[src/hdl/bgd_pkg.sv]
// Shared types, codes and helpers for the button gesture decoder.
// No dependencies.
`default_nettype none

package bgd_pkg;

  localparam int TIME_BITS_DEF   = 32;
  localparam int QUEUE_DEPTH_DEF = 2;
  localparam int MAX_EV          = 7;
  localparam int CNT_W           = $clog2(MAX_EV + 1);
  localparam int CFG_W           = 16;

  localparam logic [1:0] BTN_A = 2'd0;
  localparam logic [1:0] BTN_B = 2'd1;
  localparam logic [1:0] BTN_C = 2'd2;
  localparam logic [1:0] BTN_D = 2'd3;

  typedef enum logic [3:0] {
    EV_PLAYPAUSE  = 4'd0,
    EV_PREV       = 4'd1,
    EV_NEXT       = 4'd2,
    EV_VOLDOWN    = 4'd3,
    EV_VOLUP      = 4'd4,
    EV_SLEEP      = 4'd5,
    EV_HEADPHONES = 4'd6,
    EV_MODETOGGLE = 4'd7,
    EV_SLEEPWARN  = 4'd8,
    EV_BATTERY    = 4'd9,
    EV_SYNC       = 4'd10
  } event_e;

  typedef enum logic [1:0] {
    REG_DEBOUNCE = 2'd0,
    REG_DCLICK   = 2'd1,
    REG_SLEEP    = 2'd2,
    REG_LONG     = 2'd3
  } reg_idx_e;

  typedef enum logic {
    KIND_EDGE = 1'b0,
    KIND_TICK = 1'b1
  } kind_e;

  typedef struct packed {
    logic        kind;
    logic [1:0]  btn_sel;
    logic        pressed;
    logic [31:0] timestamp;
    logic [3:0]  pins_low;
  } in_item_t;

  typedef struct packed {
    logic [3:0] event_code;
    logic       last;
  } out_item_t;

  typedef struct packed {
    logic             we;
    logic [1:0]       idx;
    logic [CFG_W-1:0] data;
  } cfg_wr_t;

  // all events one item causes, in emission order
  typedef struct packed {
    logic [CNT_W-1:0]         cnt;
    event_e [MAX_EV-1:0]      codes;
  } bundle_t;

  function automatic bundle_t push_ev(bundle_t b, event_e c);
    bundle_t r;
    r = b;
    if (b.cnt < CNT_W'(MAX_EV)) begin
      r.codes[b.cnt] = c;
      r.cnt          = b.cnt + CNT_W'(1);
    end
    return r;
  endfunction

endpackage

`default_nettype wire

[src/hdl/bgd_front.sv]
// Front end: config registers, per-button gesture state and event classification.
// Depends on bgd_pkg.
`default_nettype none

module bgd_front import bgd_pkg::*; #(
  parameter int TIME_BITS = TIME_BITS_DEF
) (
  input  wire logic     clk_i,
  input  wire logic     rst_ni,
  input  wire cfg_wr_t  cfg_i,
  input  wire logic     accept_i,
  input  wire in_item_t item_i,
  output bundle_t       bundle_o
);

  typedef logic [TIME_BITS-1:0] tm_t;

  logic [CFG_W-1:0] deb_q, dcw_q, slp_q, lng_q;
  tm_t deb_t, dcw_t, slp_t, lng_t;

  logic [3:0] held_q, held_d, long_q, long_d, warn_q, warn_d;
  tm_t        press_q [4], press_d [4];
  tm_t        edge_q  [4], edge_d  [4];
  tm_t        rel_q   [2], rel_d   [2];
  logic [1:0] tally_q [2], tally_d [2];
  logic       cmb_act_q, cmb_act_d, cmb_fired_q, cmb_fired_d;
  tm_t        cmb_start_q, cmb_start_d;

  tm_t        now;
  tm_t        hold_time [4];
  tm_t        since_edge, since_combo;
  tm_t        since_rel [2];
  logic [1:0] id, other;
  bundle_t    bun;

  assign deb_t = TIME_BITS'(deb_q);
  assign dcw_t = TIME_BITS'(dcw_q);
  assign slp_t = TIME_BITS'(slp_q);
  assign lng_t = TIME_BITS'(lng_q);

  assign now   = item_i.timestamp[TIME_BITS-1:0];
  assign id    = item_i.btn_sel;
  assign other = {1'b0, ~id[0]};

  // wrapping differences, all in parallel
  always_comb begin
    for (int i = 0; i < 4; i++) hold_time[i] = now - press_q[i];
    for (int i = 0; i < 2; i++) since_rel[i] = now - rel_q[i];
    since_edge  = now - edge_q[id];
    since_combo = now - cmb_start_q;
  end

  always_comb begin
    held_d      = held_q;
    long_d      = long_q;
    warn_d      = warn_q;
    press_d     = press_q;
    edge_d      = edge_q;
    rel_d       = rel_q;
    tally_d     = tally_q;
    cmb_act_d   = cmb_act_q;
    cmb_fired_d = cmb_fired_q;
    cmb_start_d = cmb_start_q;
    bun         = '0;

    if (accept_i && item_i.kind == KIND_EDGE) begin
      if (since_edge >= deb_t) begin
        edge_d[id] = now;
        if (item_i.pressed) begin
          if (!held_q[id]) begin
            held_d[id]  = 1'b1;
            press_d[id] = now;
            long_d[id]  = 1'b0;
            warn_d[id]  = 1'b0;
            if (!id[1] && held_q[other] && !cmb_act_q && !cmb_fired_q) begin
              cmb_act_d   = 1'b1;
              cmb_start_d = now;
              cmb_fired_d = 1'b0;
            end
          end
        end else if (held_q[id]) begin
          held_d[id] = 1'b0;
          if (!id[1]) begin
            cmb_act_d   = 1'b0;
            cmb_start_d = '0;
            cmb_fired_d = 1'b0;
          end
          if (long_q[id]) begin
            long_d[id] = 1'b0;
          end else if (hold_time[id] >= slp_t) begin
            if (id == BTN_D) bun = push_ev(bun, EV_SLEEP);
          end else if (!id[1]) begin
            tally_d[id[0]] = (tally_q[id[0]] == 2'd2) ? 2'd2 : tally_q[id[0]] + 2'd1;
            rel_d[id[0]]   = now;
          end else if (id == BTN_C) begin
            bun = push_ev(bun, EV_VOLDOWN);
          end else begin
            bun = push_ev(bun, EV_VOLUP);
          end
        end
      end
    end else if (accept_i) begin
      // pending clicks resolve after a quiet window
      for (int i = 0; i < 2; i++) begin
        if (tally_d[i] != 2'd0 && !held_d[i] && since_rel[i] >= dcw_t) begin
          if (tally_d[i] == 2'd2) bun = push_ev(bun, (i == 0) ? EV_PREV : EV_NEXT);
          else bun = push_ev(bun, EV_PLAYPAUSE);
          tally_d[i] = 2'd0;
        end
      end
      for (int i = 0; i < 4; i++) begin
        if (held_d[i] && !long_d[i]) begin
          if (!item_i.pins_low[i]) begin
            // release edge was lost: act on it at tick time
            held_d[i] = 1'b0;
            if (hold_time[i] < slp_t) begin
              if (i == 2) bun = push_ev(bun, EV_VOLDOWN);
              else if (i == 3) bun = push_ev(bun, EV_VOLUP);
              else begin
                tally_d[i[0]] = (tally_d[i[0]] == 2'd2) ? 2'd2 : tally_d[i[0]] + 2'd1;
                rel_d[i[0]]   = now;
              end
            end else if (warn_d[i] && i == 3) begin
              bun = push_ev(bun, EV_SLEEP);
            end
            long_d[i] = 1'b0;
            warn_d[i] = 1'b0;
          end else begin
            if (i == 0 && hold_time[i] >= lng_t && !held_d[1]) begin
              long_d[0]  = 1'b1;
              tally_d[0] = 2'd0;
              bun = push_ev(bun, EV_HEADPHONES);
            end
            if (i == 1 && hold_time[i] >= slp_t && !held_d[0]) begin
              long_d[1]  = 1'b1;
              tally_d[1] = 2'd0;
              bun = push_ev(bun, EV_MODETOGGLE);
            end
            if (i == 3 && hold_time[i] >= slp_t && !warn_d[3] && !long_d[3]) begin
              warn_d[3] = 1'b1;
              bun = push_ev(bun, EV_SLEEPWARN);
            end
            if (i == 2 && hold_time[i] >= lng_t && !long_d[2]) begin
              long_d[2] = 1'b1;
              bun = push_ev(bun, EV_BATTERY);
            end
          end
        end
      end
      if (cmb_act_d && !cmb_fired_d && held_d[0] && held_d[1] && since_combo >= lng_t) begin
        cmb_fired_d = 1'b1;
        long_d[0]   = 1'b1;
        long_d[1]   = 1'b1;
        tally_d[0]  = 2'd0;
        tally_d[1]  = 2'd0;
        bun = push_ev(bun, EV_SYNC);
      end
    end
  end

  assign bundle_o = bun;

  always_ff @(posedge clk_i or negedge rst_ni) begin
    if (!rst_ni) begin
      deb_q <= CFG_W'(50);
      dcw_q <= CFG_W'(350);
      slp_q <= CFG_W'(1000);
      lng_q <= CFG_W'(2000);
    end else if (cfg_i.we) begin
      case (reg_idx_e'(cfg_i.idx))
        REG_DEBOUNCE: deb_q <= cfg_i.data;
        REG_DCLICK:   dcw_q <= cfg_i.data;
        REG_SLEEP:    slp_q <= cfg_i.data;
        REG_LONG:     lng_q <= cfg_i.data;
        default:      ;
      endcase
    end
  end

  always_ff @(posedge clk_i or negedge rst_ni) begin
    if (!rst_ni) begin
      held_q      <= '0;
      long_q      <= '0;
      warn_q      <= '0;
      press_q     <= '{default: '0};
      edge_q      <= '{default: '0};
      rel_q       <= '{default: '0};
      tally_q     <= '{default: '0};
      cmb_act_q   <= 1'b0;
      cmb_fired_q <= 1'b0;
      cmb_start_q <= '0;
    end else begin
      held_q      <= held_d;
      long_q      <= long_d;
      warn_q      <= warn_d;
      press_q     <= press_d;
      edge_q      <= edge_d;
      rel_q       <= rel_d;
      tally_q     <= tally_d;
      cmb_act_q   <= cmb_act_d;
      cmb_fired_q <= cmb_fired_d;
      cmb_start_q <= cmb_start_d;
    end
  end

endmodule

`default_nettype wire

[src/hdl/bgd_fifo.sv]
// Short queue of event bundles between the front end and the serializer.
// Depends on bgd_pkg.
`default_nettype none

module bgd_fifo import bgd_pkg::*; #(
  parameter int DEPTH = QUEUE_DEPTH_DEF
) (
  input  wire logic    clk_i,
  input  wire logic    rst_ni,
  input  wire logic    push_i,
  input  wire bundle_t data_i,
  input  wire logic    pop_i,
  output logic         full_o,
  output logic         empty_o,
  output bundle_t      head_o
);

  localparam int PTR_W = (DEPTH > 1) ? $clog2(DEPTH) : 1;
  localparam int CNT_QW = $clog2(DEPTH + 1);

  bundle_t             mem_q [DEPTH];
  logic [PTR_W-1:0]    wr_q, rd_q;
  logic [CNT_QW-1:0]   cnt_q;
  logic                do_push, do_pop;

  function automatic logic [PTR_W-1:0] ptr_inc(logic [PTR_W-1:0] p);
    return (p == PTR_W'(DEPTH - 1)) ? '0 : p + PTR_W'(1);
  endfunction

  assign full_o  = (cnt_q == CNT_QW'(DEPTH));
  assign empty_o = (cnt_q == '0);
  assign head_o  = mem_q[rd_q];
  assign do_push = push_i && !full_o;
  assign do_pop  = pop_i && !empty_o;

  always_ff @(posedge clk_i) begin
    if (do_push) mem_q[wr_q] <= data_i;
  end

  always_ff @(posedge clk_i or negedge rst_ni) begin
    if (!rst_ni) begin
      wr_q  <= '0;
      rd_q  <= '0;
      cnt_q <= '0;
    end else begin
      if (do_push) wr_q <= ptr_inc(wr_q);
      if (do_pop)  rd_q <= ptr_inc(rd_q);
      case ({do_push, do_pop})
        2'b10:   cnt_q <= cnt_q + CNT_QW'(1);
        2'b01:   cnt_q <= cnt_q - CNT_QW'(1);
        default: cnt_q <= cnt_q;
      endcase
    end
  end

endmodule

`default_nettype wire

[src/hdl/bgd_back.sv]
// Back end: walks the head bundle and hands out one event per beat.
// Depends on bgd_pkg.
`default_nettype none

module bgd_back import bgd_pkg::*; (
  input  wire logic    clk_i,
  input  wire logic    rst_ni,
  input  wire logic    empty_i,
  input  wire bundle_t head_i,
  output logic         pop_o,
  output logic         out_valid_o,
  input  wire logic    out_ready_i,
  output out_item_t    out_data_o
);

  logic [CNT_W-1:0] idx_q;
  logic             is_last, beat;

  assign is_last                = (idx_q == head_i.cnt - CNT_W'(1));
  assign out_valid_o            = !empty_i;
  assign out_data_o.event_code  = head_i.codes[idx_q];
  assign out_data_o.last        = is_last;
  assign beat                   = out_valid_o && out_ready_i;
  assign pop_o                  = beat && is_last;

  always_ff @(posedge clk_i or negedge rst_ni) begin
    if (!rst_ni) begin
      idx_q <= '0;
    end else if (beat) begin
      idx_q <= is_last ? '0 : idx_q + CNT_W'(1);
    end
  end

endmodule

`default_nettype wire

[src/hdl/button_gesture_decoder.sv]
// Top level of the four-button gesture decoder.
// Depends on bgd_pkg, bgd_front, bgd_fifo and bgd_back.
`default_nettype none

// Gesture decoder for buttons A..D. Input beats are either timestamped press or
// release edges or periodic ticks carrying pin levels; output beats are event codes,
// with last set on the final event an input beat causes (an item may cause none).
// Rate: the front end takes one input beat per clock whenever the event queue has
// room, and resolves all state for that beat in the same cycle. The back end hands
// out one event per clock while out_ready_i is high; an item that produces n events
// (n is at most 7) leaves as n beats, and items with none never reach the queue.
// QUEUE_DEPTH bundles of pending events decouple the two sides. Config writes take
// effect at the next clock and must only be issued while the block is idle.
// TIME_BITS sets the width of the stored timestamps; timestamps wrap at that width.
module button_gesture_decoder import bgd_pkg::*; #(
  parameter int TIME_BITS   = TIME_BITS_DEF,
  parameter int QUEUE_DEPTH = QUEUE_DEPTH_DEF
) (
  input  wire logic             clk_i,
  input  wire logic             rst_ni,
  input  wire logic             cfg_we_i,
  input  wire logic [1:0]       cfg_idx_i,
  input  wire logic [CFG_W-1:0] cfg_data_i,
  input  wire logic             in_valid_i,
  output logic                  in_ready_o,
  input  wire in_item_t         in_data_i,
  output logic                  out_valid_o,
  input  wire logic             out_ready_i,
  output out_item_t             out_data_o
);

  cfg_wr_t cfg;
  bundle_t bundle, head;
  logic    accept, push, pop, full, empty;

  assign cfg.we   = cfg_we_i;
  assign cfg.idx  = cfg_idx_i;
  assign cfg.data = cfg_data_i;

  // front stalls only when no queue slot is free
  assign in_ready_o = !full;
  assign accept     = in_valid_i && in_ready_o;
  assign push       = accept && (bundle.cnt != '0);

  bgd_front #(
    .TIME_BITS (TIME_BITS)
  ) u_front (
    .clk_i    (clk_i),
    .rst_ni   (rst_ni),
    .cfg_i    (cfg),
    .accept_i (accept),
    .item_i   (in_data_i),
    .bundle_o (bundle)
  );

  bgd_fifo #(
    .DEPTH (QUEUE_DEPTH)
  ) u_fifo (
    .clk_i   (clk_i),
    .rst_ni  (rst_ni),
    .push_i  (push),
    .data_i  (bundle),
    .pop_i   (pop),
    .full_o  (full),
    .empty_o (empty),
    .head_o  (head)
  );

  bgd_back u_back (
    .clk_i       (clk_i),
    .rst_ni      (rst_ni),
    .empty_i     (empty),
    .head_i      (head),
    .pop_o       (pop),
    .out_valid_o (out_valid_o),
    .out_ready_i (out_ready_i),
    .out_data_o  (out_data_o)
  );

endmodule

`default_nettype wire

[config.mk]
export PLATFORM = sky130hd
export DESIGN_NAME = button_gesture_decoder
export DESIGN_NICKNAME = d
export VERILOG_FILES = /design/src/hdl/bgd_pkg.sv /design/src/hdl/bgd_front.sv /design/src/hdl/bgd_fifo.sv /design/src/hdl/bgd_back.sv /design/src/hdl/button_gesture_decoder.sv
export SDC_FILE = /design/constraint.sdc
export NUM_CORES = 2
export LEC_CHECK = 0
export ABC_CLOCK_PERIOD_IN_PS = 11200
export BUFFER_PORTS_ARGS = -buffer_cell sky130_fd_sc_hd__buf_2
export CAP_MARGIN = 15
export CORE_MARGIN = 3
export CORE_UTILIZATION = 25
export DETAILED_ROUTE_END_ITERATION = 10
export GPL_TIMING_DRIVEN = 0
export HOLD_SLACK_MARGIN = 0.05
export PLACE_DENSITY = 0.5
export SLEW_MARGIN = 15
export SYNTH_ARGS = -nofsm -noshare
export SYNTH_HDL_FRONTEND = slang
export SYNTH_SLANG_ARGS = --single-unit
[constraint.sdc]
create_clock -name clk_i -period 11.2 [get_ports clk_i]
set_clock_uncertainty 0.05 [all_clocks]
set_input_delay 0 -clock clk_i [delete_from_list [all_inputs] [get_ports clk_i]]
set_output_delay 0 -clock clk_i [all_outputs]
set_load 0.01 [all_outputs]
==> impl_metrics.py <==
metrics = {
    "clock_tree": {
        "clk_path_buf_depth": 3,
        "root_buffer": "clkbuf_16",
        "cts_buffers": 59,
        "cts_max_level": 2,
        "clock_sinks": 500,
        "clock_latency_ns": 0.70,
        "path_clk_slew_ns": 0.07,
        "cts_tree": "built",
    },
    "route": {
        "drt_iter0_drc": 2468,
        "dr.pass1.iters": 6,
        "wl_met3_mm": 6.392,
        "wl_met1_mm": 70.91,
        "wl_per_cell_um": 21.41,
        "vias": 35538,
        "vias_per_cell": 5.128,
        "antenna_left": 0,
        "drt-total-wl_mm": 148.4,
        "drc": 0,
        "dr_wl_met2_mm": 66.63,
        "top_layer_used": "met4",
    },
    "timing": {
        "finalCritPeriodShare_pct": 94.47,
        "worst_slew_pin_slew_ns": 1.173,
        "finalMaxSlewViolations": 0,
        "fmax_mhz": 94.52,
        "setup_viol": 0,
        "whs_ns": 0.1752,
        "setup_ws_ns": 0.6199,
        "slew_headroom_pct": 21.79,
        "hold_violations": 0,
        "setup_tns_ns": 0,
        "post-route-min-period_ns": 10.58,
    },
    "synth": {
        "synth-edff-count": 62,
        "synth-compound-area-share_pct": 18.71,
        "synth_warnings": 0,
        "ys_types": 109,
        "synth_ff_type": "dfrtp_1",
        "ys_seq_area_share_pct": 30.93,
        "avgSynthCellArea_um2": 9.284,
        "synthCells": 4475,
        "yosys_register_bits": 500,
        "synthXorXnorAreaFrac_pct": 3.620,
        "yosys.area_share.simple_pct": 13.47,
        "synth_top_family_by_area": "compound AO/OA/AOI/OAI gates",
        "synthMuxAreaShare_pct": 14.22,
        "synthAdderAreaFrac_pct": 13.55,
        "syn_area_um2": 41540,
        "synth_fp_nets": 4983,
        "synthArstFlopShare_pct": 87.60,
    },
    "worst_setup_path": {
        "critPathTopFamily": "compound AO/OA/AOI/OAI gates",
        "rr_startpoint": "u_front.rel_q[33]",
        "worstPathArrival_ns": 10.97,
        "path_depth": 47,
        "r2r_slack_ns": 0.62,
        "r2r_cells": 47,
        "end_kind": "flop",
        "worstSetupPathType": "reg -> reg",
        "max_stage_delay_ns": 0.56,
        "slowest_stage": "nor3_4",
        "timing.rr.end": "u_fifo.mem_q[0][5]",
        "crit_fanout": 30,
        "crit_buf_inv": 6,
        "crit_path_start_kind": "flop",
        "required_ns": 11.59,
        "path_common_cell": "ha_1",
    },
    "placed_design": {
        "placed_area_um2": 44840,
        "gp_congestion": 0.9169,
        "port_buffers": 65,
        "dp_slack_ns": -0.8234,
        "hpwl_mm": 116.6,
    },
    "job": {
        "cap_viol_max_count": 0,
    },
    "floorplanning": {
        "dieArea_um2": 171100,
        "die_h_um": 413.7,
        "die_w_um": 413.7,
        "start_util_pct": 25.35,
        "rows": 148,
        "ios": 70,
        "core_region_area_um2": 163900,
    },
    "global_routing": {
        "grt_max_degree": 96,
        "grt_pass1_vias": 35071,
        "grt_usage_pct": 16.99,
        "gr-total-overflow": 0,
        "grt_antenna_before_repair": 8,
        "grt_pass1_wl_mm": 220.3,
    },
    "min_path": {
        "min_path_cells": 3,
        "holdPathEnd": "u_front.dcw_q[1]",
        "holdCritPathClass": "in -> reg",
        "hp-start": "cfg_data_i[1]",
    },
    "final_layout": {
        "drive_gt1_share_pct": 15.55,
        "syn_to_final_growth_pct": 15.35,
        "final_net_count": 5215,
        "finalInstanceArea_um2": 47920,
    },
    "power": {
        "power_density_nw_per_um2": 267.7,
        "power.leakage_uw": 0.02043,
        "vdd_drop_max_mv": 0.1525,
    },
    "run_status": {
        "status": "finished, final reports clean",
    },
}
-- tightest hold or removal path, delay by kind of cell --
| kind | cells | cell delay [ns] |
|---|---|---|
| muxes | 1 | 0.17 |
| buffers and inverters | 2 | 0.72 |
-- cells in the mapped netlist, drive strengths merged, types with 50 or more instances --
library cell / instances / share of area (%)
ha: 437 / 13
o21a: 55 / 0.99
mux2: 366 / 9.9
dfrtp: 417 / 25
nand4: 60 / 0.90
xnor2: 120 / 2.6
xor2: 50 / 1.1
o21ai: 288 / 3.5
nand2b: 72 / 1.1
a21oi: 304 / 3.7
inv: 415 / 3.7
nand2: 305 / 2.8
nor3: 85 / 1.0
mux4: 59 / 3.2
edfxtp: 62 / 4.5
nor2: 256 / 2.3
a21o: 115 / 2.1
clkbuf: 128 / 1.2
nand3: 94 / 1.1
-- layout make-up --
cell class                 count  area, µm²
antenna                        4      10.01
multi-input combinational   3390      26520
sequential                   500      12850
inverter                     416       1562
clock buffer                  77       1614
fill                       17330     116000
clock inverter                28      411.6
timing repair buffer         172       1510
tap                         2175       2721
buffer                       168      724.4
-- per-stage QoR --
step           power (µW)  std cells  utilization, %
5_1_grt             13900       6927           29.24
2_1_floorplan        8458       4475               -
3_3_place_gp        10540       6715           27.21
3_5_place_dp        10630       6725           27.36
4_1_cts             12820       6926           29.20
6_report            12830       6930           29.24
-- kinds of logic after synthesis --
family	count (synthesis)
adders and majority gates	445
buffers and inverters	585
xor gates and xnor gates	170
DFF	500
muxes	470
and+or+nand+nor	1124
AOI/OAI and AO/OA	1181
-- placed cells by master (no fill, tap or decap), types with 48 or more instances in the layout --
master and instances:
xor2_1 50, clkbuf_16 59, nor3_1 82, buf_2 82, mux2_2 366, xnor2_1 118, nand3_1 94, ha_1 436
nand2_1 305, dfrtp_1 417, a21oi_1 297, nor2_1 254, o21ai_0 271, nand4_1 60, inv_1 414, o21a_1 55
dlygate4sd3_1 95, and3_1 48, edfxtp_1 62, clkbuf_1 137, nand2b_1 72, mux4_2 59, a21o_1 114
-- power breakdown --
group | switching, µW | internal, µW
registers | 324 | 2490
clock network | 869 | 1200
logic | 4630 | 3310
total | 5830 | 7000
-- sequential cells by signal (all words and copies together), names as in the netlist, 16 cells and up, named ones only --
name	flops
u_fifo.mem_q	62
u_front.cmb_start_q	32
u_front.dcw_q	16
u_front.deb_q	16
u_front.edge_q	128
u_front.lng_q	16
u_front.press_q	128
u_front.rel_q	64
u_front.slp_q	16
-- routing by layer --
layer,global-route usage (%),vias up
met4,4.751,0
met3,1.989,193
met2,27.46,885
li1,-,16882
met1,23.77,17578
met5,0,-
-- what timing repair did --
action / CTS / global route
hold endpoints to repair: 356 / 0
pin swaps: 0 / 3
setup buffers: 0 / 1
endpoints found under the setup margin: 64 / 65
resized for setup: 3 / 14
hold buffers: 96 / 0
-- worst max-delay path by stage --
stage | to | startpoint | slack (ns)
2_1_floorplan | u_fifo.mem_q[1][0] | u_front.rel_q[33] | 2.15
3_3_place_gp | u_fifo.mem_q[0][7] | in_data_i[5] | -1.91
3_5_place_dp | u_fifo.mem_q[1][2] | in_data_i[5] | -0.82
4_1_cts | u_fifo.mem_q[0][2] | u_front.rel_q[33] | 0.05
5_1_grt | u_fifo.cnt_q[1] | u_front.rel_q[0] | -0.005
6_report | u_fifo.mem_q[0][5] | u_front.rel_q[33] | 0.62
Note: power is estimated with default switching activity, not from simulation.
